===== src/rtl/core/rau_pkg.sv =====
// Package for the rational arithmetic unit: types, codes and constants.
package rau_pkg;
   localparam int DATA_WIDTH_DEF = 32;
   localparam int MAG_W = 64;
   localparam int CNT_W = 7;

   typedef enum logic [2:0] {
      OP_ADD = 3'd0,
      OP_SUB = 3'd1,
      OP_MUL = 3'd2,
      OP_DIV = 3'd3,
      OP_CMP = 3'd4
   } op_type;

   typedef enum logic [1:0] {
      ST_OK       = 2'd0,
      ST_ZERO_DEN = 2'd1,
      ST_OVERFLOW = 2'd2
   } status_type;

   typedef struct packed {
      logic [2:0]         req_type;
      logic signed [31:0] a_num;
      logic signed [31:0] a_den;
      logic signed [31:0] b_num;
      logic signed [31:0] b_den;
   } req_type_t_type;

   typedef struct packed {
      logic signed [31:0] res_num;
      logic [30:0]        res_den;
      logic               is_equal;
      logic [1:0]         status;
   } rsp_type;

   // datapath commands
   typedef enum logic [3:0] {
      CMD_NONE    = 4'd0,
      CMD_LOAD    = 4'd1,
      CMD_MUL1    = 4'd2,
      CMD_MUL2    = 4'd3,
      CMD_COMBINE = 4'd4,
      CMD_GCD_SET = 4'd5,
      CMD_GCD_DIV = 4'd6,
      CMD_DIVN    = 4'd7,
      CMD_DIVD    = 4'd8,
      CMD_FINISH  = 4'd9,
      CMD_SWAP    = 4'd10
   } cmd_code_type;

   typedef struct packed {
      cmd_code_type code;
   } cmd_type;

   typedef struct packed {
      logic bad_input;
      logic is_cmp;
      logic gcd_done;
      logic div_done;
      logic second_pass;
   } stat_type;
endpackage


===== src/rtl/core/rau_controller.sv =====
// Controller: sequences multiply, Euclid reduction and output handshake.
module rau_controller
   import rau_pkg::*;
(
   input  logic     clock,
   input  logic     reset,
   input  logic     req_valid,
   output logic     req_stall,
   output logic     rsp_valid,
   input  logic     rsp_stall,
   input  stat_type stat,
   output cmd_type  cmd
);
   typedef enum logic [11:0] {
      S_IDLE  = 12'b000000000001,
      S_MUL1  = 12'b000000000010,
      S_MUL2  = 12'b000000000100,
      S_COMB  = 12'b000000001000,
      S_GSET  = 12'b000000010000,
      S_GWAIT = 12'b000000100000,
      S_DN    = 12'b000001000000,
      S_DNW   = 12'b000010000000,
      S_DD    = 12'b000100000000,
      S_DDW   = 12'b001000000000,
      S_FIN   = 12'b010000000000,
      S_SWP   = 12'b100000000000
   } state_type;

   state_type state_ff, state_in;
   logic      vld_ff, vld_in;

   always_comb begin
      state_in = state_ff;
      cmd.code = CMD_NONE;
      vld_in = vld_ff && rsp_stall;
      case (state_ff)
         S_IDLE: if (req_valid) begin
            cmd.code = CMD_LOAD;
            state_in = S_MUL1;
         end
         S_MUL1: begin
            cmd.code = CMD_MUL1;
            state_in = stat.bad_input ? S_FIN : (stat.is_cmp ? S_GSET : S_MUL2);
         end
         S_MUL2: begin
            cmd.code = CMD_MUL2;
            state_in = S_COMB;
         end
         S_COMB: begin
            cmd.code = CMD_COMBINE;
            state_in = S_GSET;
         end
         S_GSET: begin
            cmd.code = CMD_GCD_SET;
            state_in = stat.gcd_done ? S_DN : S_GWAIT;
         end
         S_GWAIT: if (stat.div_done) begin
            cmd.code = CMD_GCD_DIV;
            state_in = S_GSET;
         end
         S_DN: begin
            cmd.code = CMD_DIVN;
            state_in = S_DNW;
         end
         S_DNW: if (stat.div_done) state_in = S_DD;
         S_DD: begin
            cmd.code = CMD_DIVD;
            state_in = S_DDW;
         end
         S_DDW: if (stat.div_done) begin
            state_in = (stat.is_cmp && !stat.second_pass) ? S_SWP : S_FIN;
         end
         S_SWP: begin
            cmd.code = CMD_SWAP;
            state_in = S_GSET;
         end
         S_FIN: if (!vld_ff || !rsp_stall) begin
            cmd.code = CMD_FINISH;
            vld_in = 1'b1;
            state_in = S_IDLE;
         end
         default: state_in = S_IDLE;
      endcase
   end

   always_ff @(posedge clock) begin
      if (reset) begin
         state_ff <= S_IDLE;
         vld_ff <= 1'b0;
      end else begin
         state_ff <= state_in;
         vld_ff <= vld_in;
      end
   end

   assign req_stall = (state_ff != S_IDLE);
   assign rsp_valid = vld_ff;
endmodule


===== config.mk =====
export PLATFORM = sky130hd
export DESIGN_NAME = rau_controller
export DESIGN_NICKNAME = d
export VERILOG_FILES = /design/src/rtl/core/rau_pkg.sv /design/src/rtl/core/rau_controller.sv
export SDC_FILE = /design/constraint.sdc
export NUM_CORES = 1
export LEC_CHECK = 0
export BUFFER_PORTS_ARGS = -buffer_cell sky130_fd_sc_hd__buf_2
export CAP_MARGIN = 10
export CELL_PAD_IN_SITES_DETAIL_PLACEMENT = 1
export CELL_PAD_IN_SITES_GLOBAL_PLACEMENT = 1
export CORE_MARGIN = 3
export CORE_UTILIZATION = 44
export DETAILED_ROUTE_END_ITERATION = 6
export PLACE_DENSITY = 0.86
export SLEW_MARGIN = 30
export SYNTH_ARGS = -nofsm -noshare
export SYNTH_HDL_FRONTEND = slang
export SYNTH_SLANG_ARGS = --single-unit

===== constraint.sdc =====
create_clock -name clock -period 3.4 [get_ports clock]
set_input_delay 0.68 -clock clock [delete_from_list [all_inputs] [get_ports clock]]
set_output_delay 0.68 -clock clock [all_outputs]
set_load 0.02 [all_outputs]

==> results.json, run 1 <==
{
  "nets": 129,
  "synth_warnings": 0,
  "grt_max_degree": 13,
  "grt_setup_unrepaired": "no",
  "hold_class": "flip-flop to flip-flop",
  "r2r_slack_ns": 1.21,
  "grt-ovfl-total": 0,
  "relSlewSlack_pct": 61.2,
  "final_common_cell": "buf_2",
  "crit_path_end_kind": "primary output",
  "startpoint_type": "flip-flop",
  "final.setup.tns_ns": 0,
  "critical_path_arrival_ns": 2.28,
  "cts_hold_buf": 0,
  "antenna_found_initial": 0,
  "synth-edff-count": 0,
  "cts-resized-gates": 0,
  "drtIter0Drc": 20,
  "ff2ff_path_depth": 5,
  "internal_power_uw": 245,
  "drc_errors": 0,
  "final_cells": 146,
  "yosysUniqueCellTypes": 44,
  "ant_nets": 0,
  "cts_tree": "built",
  "start_util_pct": 47.2,
  "r2r-end": "state_ff[10]$_SDFFE_PP0P_",
  "cts_htree_levels": 1,
  "slowest_delay_ns": 0.54,
  "max-cap-violations": 0,
  "yosysSeqAreaShare_pct": 27.8,
  "slowest_stage": "nor4_4",
  "path_class": "flip-flop to primary output",
  "chipWidth_microns": 52.1,
  "cellLeakagePower_uw": 0.000378,
  "p_seq_share_pct": 44.5,
  "comb_power_share_pct": 28.2,
  "final_cell_mix": "buf_2, dfxtp_1, nor2_1",
  "vias": 899,
  "post_dp_cell_area_sq_um": 990,
  "crit_fanout": 12,
  "drt_first_pass_iters": 4,
  "final_area_sq_mm": 0.00102,
  "die_h_microns": 52.1,
  "cts_setup_buffers": 0,
  "drt-vias-per-instance": 6.16,
  "gp_congestion": 0.864,
  "crit_family": "simple AND/OR/NAND/NOR gates",
  "synth_seq_cells": 13,
  "max-vdd-ir-drop_uv": 267,
  "path_depth": 5,
  "crit_chain": "nor4_4 -> nand3_1 -> or3b_1 -> o211ai_1 -> buf_2",
  "outcome": "completed",
  "tightestPinTransition_ns": 0.578,
  "hold_viol_final": 0,
  "dp_cells": 142,
  "io_pins": 15,
  "clock_path_buffers": 2,
  "pre_cts_slack_ns": 0.787,
  "core_region_area_sq_mm": 0.00198,
  "setup_viol": 0,
  "clkLatencyLatePin_ns": 0.30,
  "crit_required_ns": 2.72,
  "rows": 16,
  "numPortBuffers": 14,
  "pwr_density_cell_mw_per_mm2": 374,
  "die_area_sq_mm": 0.00271,
  "final_max_slew_viol_count": 0,
  "diodes": 0,
  "yosys_most_used_dff": "dfxtp_1",
  "first_global_vias": 867,
  "skew_ns": 0.00546,
  "p_clk_share_pct": 27.3,
  "synth_area_per_cell_sq_um": 8.50,
  "routedWlPerCell_microns": 18.0,
  "swShare_pct": 35.4,
  "critPathBufInv": 1,
  "crit_path_end": "cmd[1]",
  "grt_util_all_layers_pct": 21.3,
  "startpoint": "state_ff[5]$_SDFFE_PP0P_",
  "mappedNetlistArea_sq_um": 935,
  "layout_setup_ws_ns": 0.441,
  "grt_pass1_wl_microns": 4080,
  "place_hpwl_microns": 2020,
  "async_flop_share_pct": 0,
  "cts.sinks": 13,
  "timing.rr.start": "state_ff[5]$_SDFFE_PP0P_",
  "finalWorstPathRequiredPeriod_ns": 2.96,
  "clk_pin_slew_ns": 0.09,
  "cts_buffers": 3,
  "power.switching_uw": 134,
  "root_buffer": "clkbuf_4",
  "synth_nets": 119,
  "drive_gt1_share_pct": 22.7,
  "postLayoutCoreUtil_pct": 51.3,
  "syn_to_final_growth_pct": 8.70,
  "syn_inst": 110,
  "period_share_pct": 87.0,
  "clock.fmax_mhz": 338,
  "routed_wl_microns": 2630
}
-- worst min path at each step --
stage	cells past startpoint	end	slack (ns)	startpoint
detailed placement	2	rsp_valid$_SDFF_PP0_	0.54	rsp_valid$_SDFF_PP0_
global route	2	state_ff[11]$_SDFFE_PP0P_	0.57	stat[0]
floorplan	1	state_ff[3]$_SDFFE_PP0P_	0.56	state_ff[3]$_SDFFE_PP0P_
global placement	2	rsp_valid$_SDFF_PP0_	0.51	rsp_valid$_SDFF_PP0_
finish	2	rsp_valid$_SDFF_PP0_	0.55	rsp_valid$_SDFF_PP0_
CTS	2	state_ff[11]$_SDFFE_PP0P_	0.56	stat[0]
-- registers in the layout, summed over array words and instances, names as in the netlist --
register	flops
state_ff	12
rsp_valid	1
-- metrics by stage --
stage          hold WS (ns)  power (uW)
3_5_place_dp          0.541         280
4_1_cts               0.558         384
5_1_grt               0.566         398
3_3_place_gp          0.512         274
6_report              0.550         380
2_1_floorplan         0.561         250
-- routing by layer --
metal | wire [microns] | track usage [%] | up-vias
li1 | - | - | 433
met1 | 1210 | 26.4 | 434
met2 | 1210 | 31.8 | 25
met3 | 142 | 6.59 | 7
met4 | 72 | 12.7 | 0
met5 | 0 | 0 | -
-- layout make-up --
type | count | area, sq um
Fill cell | 255 | 966
Sequential cell | 13 | 260
Multi-Input combinational cell | 81 | 599
Inverter | 7 | 26.3
Tap cell | 27 | 33.8
Timing Repair Buffer | 14 | 70.1
Clock buffer | 4 | 26.3
-- worst min-delay path, cell delays in order (launching register included) --
cell and delay (ns):
dfxtp_1 0.32, nand2_1 0.10, a21oi_1 0.08
-- Yosys cell counts, types with 2 or more instances --
master / n / area, sq um
a21oi_1: 2 / 10.0
nor4_4: 2 / 42.5
nand4_1: 5 / 31.3
and3_1: 2 / 12.5
inv_1: 7 / 26.3
o21ai_0: 3 / 15.0
dfxtp_1: 13 / 260
xnor2_1: 2 / 17.5
nand3_1: 4 / 20.0
buf_2: 6 / 30.0
o32ai_1: 3 / 26.3
nand2_1: 8 / 30.0
nor4b_1: 3 / 26.3
nor2b_1: 2 / 12.5
nor4_1: 2 / 12.5
nor3_1: 2 / 10.0
nor4b_2: 2 / 30.0
nor3b_1: 2 / 15.0
nor2_1: 12 / 45.0
xor2_1: 3 / 26.3
or4_1: 2 / 15.0
-- cell families after synthesis --
| group | count (synthesis) | synth area share, % |
|---|---|---|
| buf+inv | 16 | 8.03 |
| xor+xnor | 5 | 4.69 |
| mux | 1 | 1.07 |
| flops | 13 | 27.8 |
| compound gates | 19 | 18.5 |
| simple gates | 56 | 39.9 |
-- power by group through the flow --
stage | logic [uW] | clock network, uW | registers [uW]
after floorplan | 79.7 | 0 | 170
after global placement | 102 | 0 | 172
after detailed placement | 107 | 0 | 172
after CTS | 107 | 108 | 169
after global routing | 115 | 112 | 170
final | 107 | 104 | 169
Note: power is estimated with default switching activity, not from simulation.
==> run 2: changes to the inputs <==
==> config.mk (replaced) <==
export PLATFORM = sky130hd
export DESIGN_NAME = rau_controller
export DESIGN_NICKNAME = d
export VERILOG_FILES = /design/src/rtl/core/rau_pkg.sv /design/src/rtl/core/rau_controller.sv
export SDC_FILE = /design/constraint.sdc
export NUM_CORES = 1
export LEC_CHECK = 0
export CAP_MARGIN = 10
export CELL_PAD_IN_SITES_DETAIL_PLACEMENT = 1
export CELL_PAD_IN_SITES_GLOBAL_PLACEMENT = 1
export CORE_MARGIN = 3
export CORE_UTILIZATION = 49
export DETAILED_ROUTE_END_ITERATION = 6
export DONT_BUFFER_PORTS = 1
export HOLD_SLACK_MARGIN = 0.08
export PLACE_DENSITY = 0.85
export SLEW_MARGIN = 10
export SYNTH_ARGS = -nofsm -noshare
export SYNTH_HDL_FRONTEND = slang
export SYNTH_SLANG_ARGS = --single-unit
==> run 2 against run 1 <==
Clock skew fell by 0.0019 ns. First-iteration DRC count increased by 10%. Worst hold slack worse by 0.10 ns. Register-to-register slack got worse by 0.05 ns. Critical path type unchanged. Critical endpoint unchanged.
==> results.json, run 2 (synthesis gave the netlist of run 1 again) <==
{
  "start_util_pct": 53.0,
  "grt_pass1_wl_microns": 4500,
  "core_region_area_sq_mm": 0.00176,
  "clk_pin_slew_ns": 0.09,
  "die_area_sq_mm": 0.00247,
  "max-cap-violations": 0,
  "cellLeakagePower_uw": 0.000326,
  "regArea_sq_um": 260,
  "grt.busiest_layer": "met2",
  "final_common_cell": "dfxtp_1",
  "nets": 117,
  "cts_setup_buffers": 0,
  "first_global_vias": 909,
  "critPathBufInv": 0,
  "clock.fmax_mhz": 343,
  "grt-ovfl-total": 0,
  "root_buffer": "clkbuf_4",
  "cts_tree": "built",
  "critical_path_arrival_ns": 2.23,
  "drtIter0Drc": 22,
  "cts_hold_buf": 0,
  "layout_setup_ws_ns": 0.488,
  "tightestPinTransition_ns": 0.730,
  "slowest_delay_ns": 0.58,
  "gp_congestion": 0.905,
  "met3_usage_pct": 4.23,
  "final_cell_mix": "dfxtp_1, nor2_1, nand2_1",
  "setup_viol": 0,
  "nFillCells": 223,
  "numPortBuffers": 0,
  "routed_wl_microns": 2720,
  "fin_hold_ws_ns": 0.449,
  "drc_errors": 0,
  "skew_ns": 0.00354,
  "clock_path_buffers": 2,
  "final.setup.tns_ns": 0,
  "grt_util_met2_pct": 39.0,
  "crit_path_end_kind": "primary output",
  "max-vdd-ir-drop_uv": 268,
  "dp_cells": 128,
  "hold_viol_final": 0,
  "cts-resized-gates": 0,
  "grt_util_all_layers_pct": 24.3,
  "drive_gt1_share_pct": 14.0,
  "crit_fanout": 10,
  "cts_htree_levels": 1,
  "largest_reg_flops": 12,
  "drt-vias-per-instance": 6.46,
  "finalWorstPathRequiredPeriod_ns": 2.91,
  "largest-register": "state_ff",
  "outcome": "completed",
  "hold_class": "input port to flip-flop",
  "vias": 853,
  "die_h_microns": 49.7,
  "diodes": 0,
  "startpoint_type": "flip-flop",
  "pre_cts_slack_ns": 0.823,
  "chipWidth_microns": 49.7,
  "routedWlPerCell_microns": 20.6,
  "crit_family": "simple AND/OR/NAND/NOR gates",
  "cts.sinks": 13,
  "period_share_pct": 85.6,
  "cts_buffers": 3,
  "place_hpwl_microns": 2060,
  "slowest_stage": "nor4_4",
  "rows": 15,
  "final_max_slew_viol_count": 0,
  "antenna_found_initial": 0,
  "grtUsageMet1_pct": 31.1,
  "grt_max_degree": 13,
  "multi_input_area_sq_um": 599,
  "pwr_density_cell_mw_per_mm2": 388,
  "drt_first_pass_iters": 4,
  "relSlewSlack_pct": 50.8,
  "clkLatencyLatePin_ns": 0.29,
  "crit_required_ns": 2.72,
  "crit_chain": "nor4_4 -> nand3_1 -> or3b_1 -> o211ai_1",
  "path_class": "flip-flop to primary output",
  "grt_setup_unrepaired": "no",
  "final_cells": 132,
  "syn_to_final_growth_pct": 2.54,
  "io_pins": 15,
  "ant_nets": 0
}
run 2: where the power goes:
group,leakage (uW),switching [uW],total [uW],internal (uW)
clock,0.0000150,57.1,103,45.6
combinational,0.000206,61.1,99.9,38.8
sequential,0.000105,11.5,169,158
total,0.000326,130,372,242
run 2: final timing paths:
path	cells after the start	slack, ns	endpoint	start
worst max-delay path	4	0.49	cmd[1]	state_ff[1]$_SDFFE_PP0P_
worst min register to register	2	0.63	state_ff[9]$_SDFFE_PP0P_	state_ff[8]$_SDFFE_PP0P_
worst max register to register	5	1.16	state_ff[0]$_SDFFE_PP1P_	state_ff[1]$_SDFFE_PP0P_
worst min-delay path	1	0.45	state_ff[11]$_SDFFE_PP0P_	stat[0]
run 2: worst register-to-register path, delay by kind of cell (launching register included):
family	cells	cell delay (ns)
flip-flops	1	0.39
AO/OA/AOI/OAI	3	0.81
AND/OR/NAND/NOR	2	0.97
run 2: area by class of cell:
class,count,share of cell area (%)
Clock buffer,4,2.74
Inverter,7,2.74
Sequential cell,13,27.2
Tap cell,25,3.26
Timing Repair Buffer,2,1.57
Multi-Input combinational cell,81,62.5
run 2: through the flow:
stage          instance area (sq um)  util (%)  power [uW]
2_1_floorplan                    935         -         250
3_3_place_gp                     932      52.8         268
3_5_place_dp                     932      52.8         271
4_1_cts                          958      54.3         369
5_1_grt                          958      54.3         391
6_report                         958      54.3         372
run 2: metal layers:
layer	share of wire (%)	vias up
li1	-	405
met1	46	421
met2	48	18
met3	3.0	9
met4	2.5	0
met5	0	-
==> run 3: changes to the inputs <==
--- a/config.mk
+++ b/config.mk
@@ -5,15 +5,16 @@
 export SDC_FILE = /design/constraint.sdc
 export NUM_CORES = 1
 export LEC_CHECK = 0
+export ABC_AREA = 0
 export CAP_MARGIN = 10
 export CELL_PAD_IN_SITES_DETAIL_PLACEMENT = 1
 export CELL_PAD_IN_SITES_GLOBAL_PLACEMENT = 1
 export CORE_MARGIN = 3
-export CORE_UTILIZATION = 49
+export CORE_UTILIZATION = 25
 export DETAILED_ROUTE_END_ITERATION = 6
 export DONT_BUFFER_PORTS = 1
 export HOLD_SLACK_MARGIN = 0.08
-export PLACE_DENSITY = 0.85
+export PLACE_DENSITY = 0.51
 export SLEW_MARGIN = 10
 export SYNTH_ARGS = -nofsm -noshare
 export SYNTH_HDL_FRONTEND = slang
==> run 3 against run 2 <==
Core utilization decreased by 25 points. Die area rose by 83%. Clock skew fell by 0.0024 ns. Register-to-register slack improved by 0.09 ns. Routed wire length shrank 1.2%. Largest power group unchanged. Sequential share of layout area is 1.4 points lower. Critical path depth did not move. Non-clock buffer count increased by 1. Critical path type unchanged. Combinational power about the same. Total power rose by 13%. Worst hold slack improved by 0.042 ns. Clock-buffer cell count did not move.
==> results.json, run 3 (synthesis gave the netlist of run 1 again) <==
{
  "critPathBufInv": 0,
  "first_global_vias": 882,
  "clock_path_buffers": 2,
  "drt_first_pass_iters": 4,
  "routed_wl_microns": 2680,
  "p_clk_share_pct": 35.0,
  "crit_family": "simple AND/OR/NAND/NOR gates",
  "ff2ff_path_depth": 5,
  "final.setup.tns_ns": 0,
  "crit_chain": "nor4_4 -> nand3_1 -> or3b_1 -> o211ai_1",
  "tightestPinTransition_ns": 0.662,
  "hold_viol_final": 0,
  "drc_errors": 0,
  "period_share_pct": 85.2,
  "grt-ovfl-total": 0,
  "io_pins": 15,
  "slowest_delay_ns": 0.54,
  "clkLatencyLatePin_ns": 0.25,
  "swShare_pct": 32.5,
  "cts-resized-gates": 0,
  "path_class": "flip-flop to primary output",
  "r2r_slack_ns": 1.25,
  "power.switching_uw": 136,
  "grt_util_all_layers_pct": 13.3,
  "chipWidth_microns": 67.1,
  "die_area_sq_mm": 0.00451,
  "largest_reg_flops": 12,
  "pwr_density_cell_mw_per_mm2": 415,
  "largest-register": "state_ff",
  "drt-vias-per-instance": 5.56,
  "crit_required_ns": 2.72,
  "skew_ns": 0.00119,
  "final_common_cell": "dfxtp_1",
  "grt_pass1_wl_microns": 4430,
  "cellLeakagePower_uw": 0.000339,
  "place_hpwl_microns": 2020,
  "crit_path_end_kind": "primary output",
  "final_cell_mix": "dfxtp_1, nor2_1, nand2_1",
  "cts_setup_buffers": 0,
  "hold_class": "input port to flip-flop",
  "syn_to_final_growth_pct": 8.17,
  "r2r-end": "state_ff[10]$_SDFFE_PP0P_",
  "grt_setup_unrepaired": "no",
  "setup_viol": 0,
  "cts.sinks": 13,
  "cts_buffers": 3,
  "root_buffer": "clkbuf_8",
  "start_util_pct": 26.9,
  "outcome": "completed",
  "p_seq_share_pct": 40.7,
  "numPortBuffers": 0,
  "max-vdd-ir-drop_uv": 154,
  "final_max_slew_viol_count": 0,
  "relSlewSlack_pct": 55.4,
  "clk_pin_slew_ns": 0.06,
  "antenna_found_initial": 0,
  "finalWorstPathRequiredPeriod_ns": 2.90,
  "core_region_area_sq_mm": 0.00347,
  "nets": 118,
  "critical_path_arrival_ns": 2.22,
  "fin_hold_ws_ns": 0.492,
  "min_from": "stat[0]",
  "whs_endpoint": "state_ff[11]$_SDFFE_PP0P_",
  "diodes": 0,
  "routedWlPerCell_microns": 17.4,
  "comb_power_share_pct": 24.3,
  "rows": 21,
  "holdPathStages": 1,
  "die_h_microns": 67.1,
  "internal_power_uw": 283,
  "cts_htree_levels": 1,
  "grt_max_degree": 13,
  "timing.rr.start": "state_ff[5]$_SDFFE_PP0P_",
  "gp_congestion": 0.734,
  "crit_fanout": 12,
  "slowest_stage": "nor4_4",
  "max-cap-violations": 0,
  "drive_gt1_share_pct": 14.8,
  "drtIter0Drc": 10,
  "cts_tree": "built",
  "cts_hold_buf": 0,
  "startpoint_type": "flip-flop",
  "clock.fmax_mhz": 345,
  "vias": 857,
  "postLayoutCoreUtil_pct": 29.1,
  "ant_nets": 0
}
==> run 3: changes by cell type in the layout (fill, tap and decap cells not counted) <==
cell / before / now
clkbuf_4: 3 / 0
clkbuf_8: 0 / 3
buf_4: 2 / 3
==> run 3: how the worst max path moves through the flow <==
stage | cells past startpoint | endpoint | slack [ns] | from
finish | 4 | cmd[1] | 0.50 | state_ff[5]$_SDFFE_PP0P_
global route | 4 | cmd[1] | 0.39 | state_ff[5]$_SDFFE_PP0P_
CTS | 4 | cmd[1] | 0.50 | state_ff[5]$_SDFFE_PP0P_
detailed placement | 4 | cmd[1] | 0.78 | state_ff[5]$_SDFFE_PP0P_
global placement | 4 | cmd[1] | 0.87 | state_ff[5]$_SDFFE_PP0P_
floorplan | 4 | cmd[0] | 0.94 | state_ff[4]$_SDFFE_PP0P_
==> run 3: layer usage <==
metal	vias up	part of all wire (%)	global-route usage [%]
li1	409	-	-
met1	425	48	17.0
met2	18	46	21.0
met3	5	3.4	2.66
met4	0	2.0	6.84
met5	-	0	0
==> run 3: area by class of cell <==
cell class / count / area [sq um]
Fill cell: 431 / 2460
Multi-Input combinational cell: 81 / 599
Sequential cell: 13 / 260
Tap cell: 46 / 57.6
Clock buffer: 4 / 45.0
Inverter: 7 / 26.3
Timing Repair Buffer: 3 / 22.5
==> run 3: power groups by stage <==
stage	registers [uW]	clock network [uW]	logic, uW
global route	172	154	110
CTS	171	152	103
finish	171	147	102
global placement	174	0	104
floorplan	170	0	79.7
detailed placement	174	0	103
==> run 3: metrics by stage <==
stage	setup slack, ns	cell area, sq um	std cells	total power [uW]
after floorplan	0.937	935	110	250
after global placement	0.870	966	150	278
after detailed placement	0.780	966	150	277
after CTS	0.500	1010	154	426
after global routing	0.391	1010	154	437
final	0.503	1010	154	420
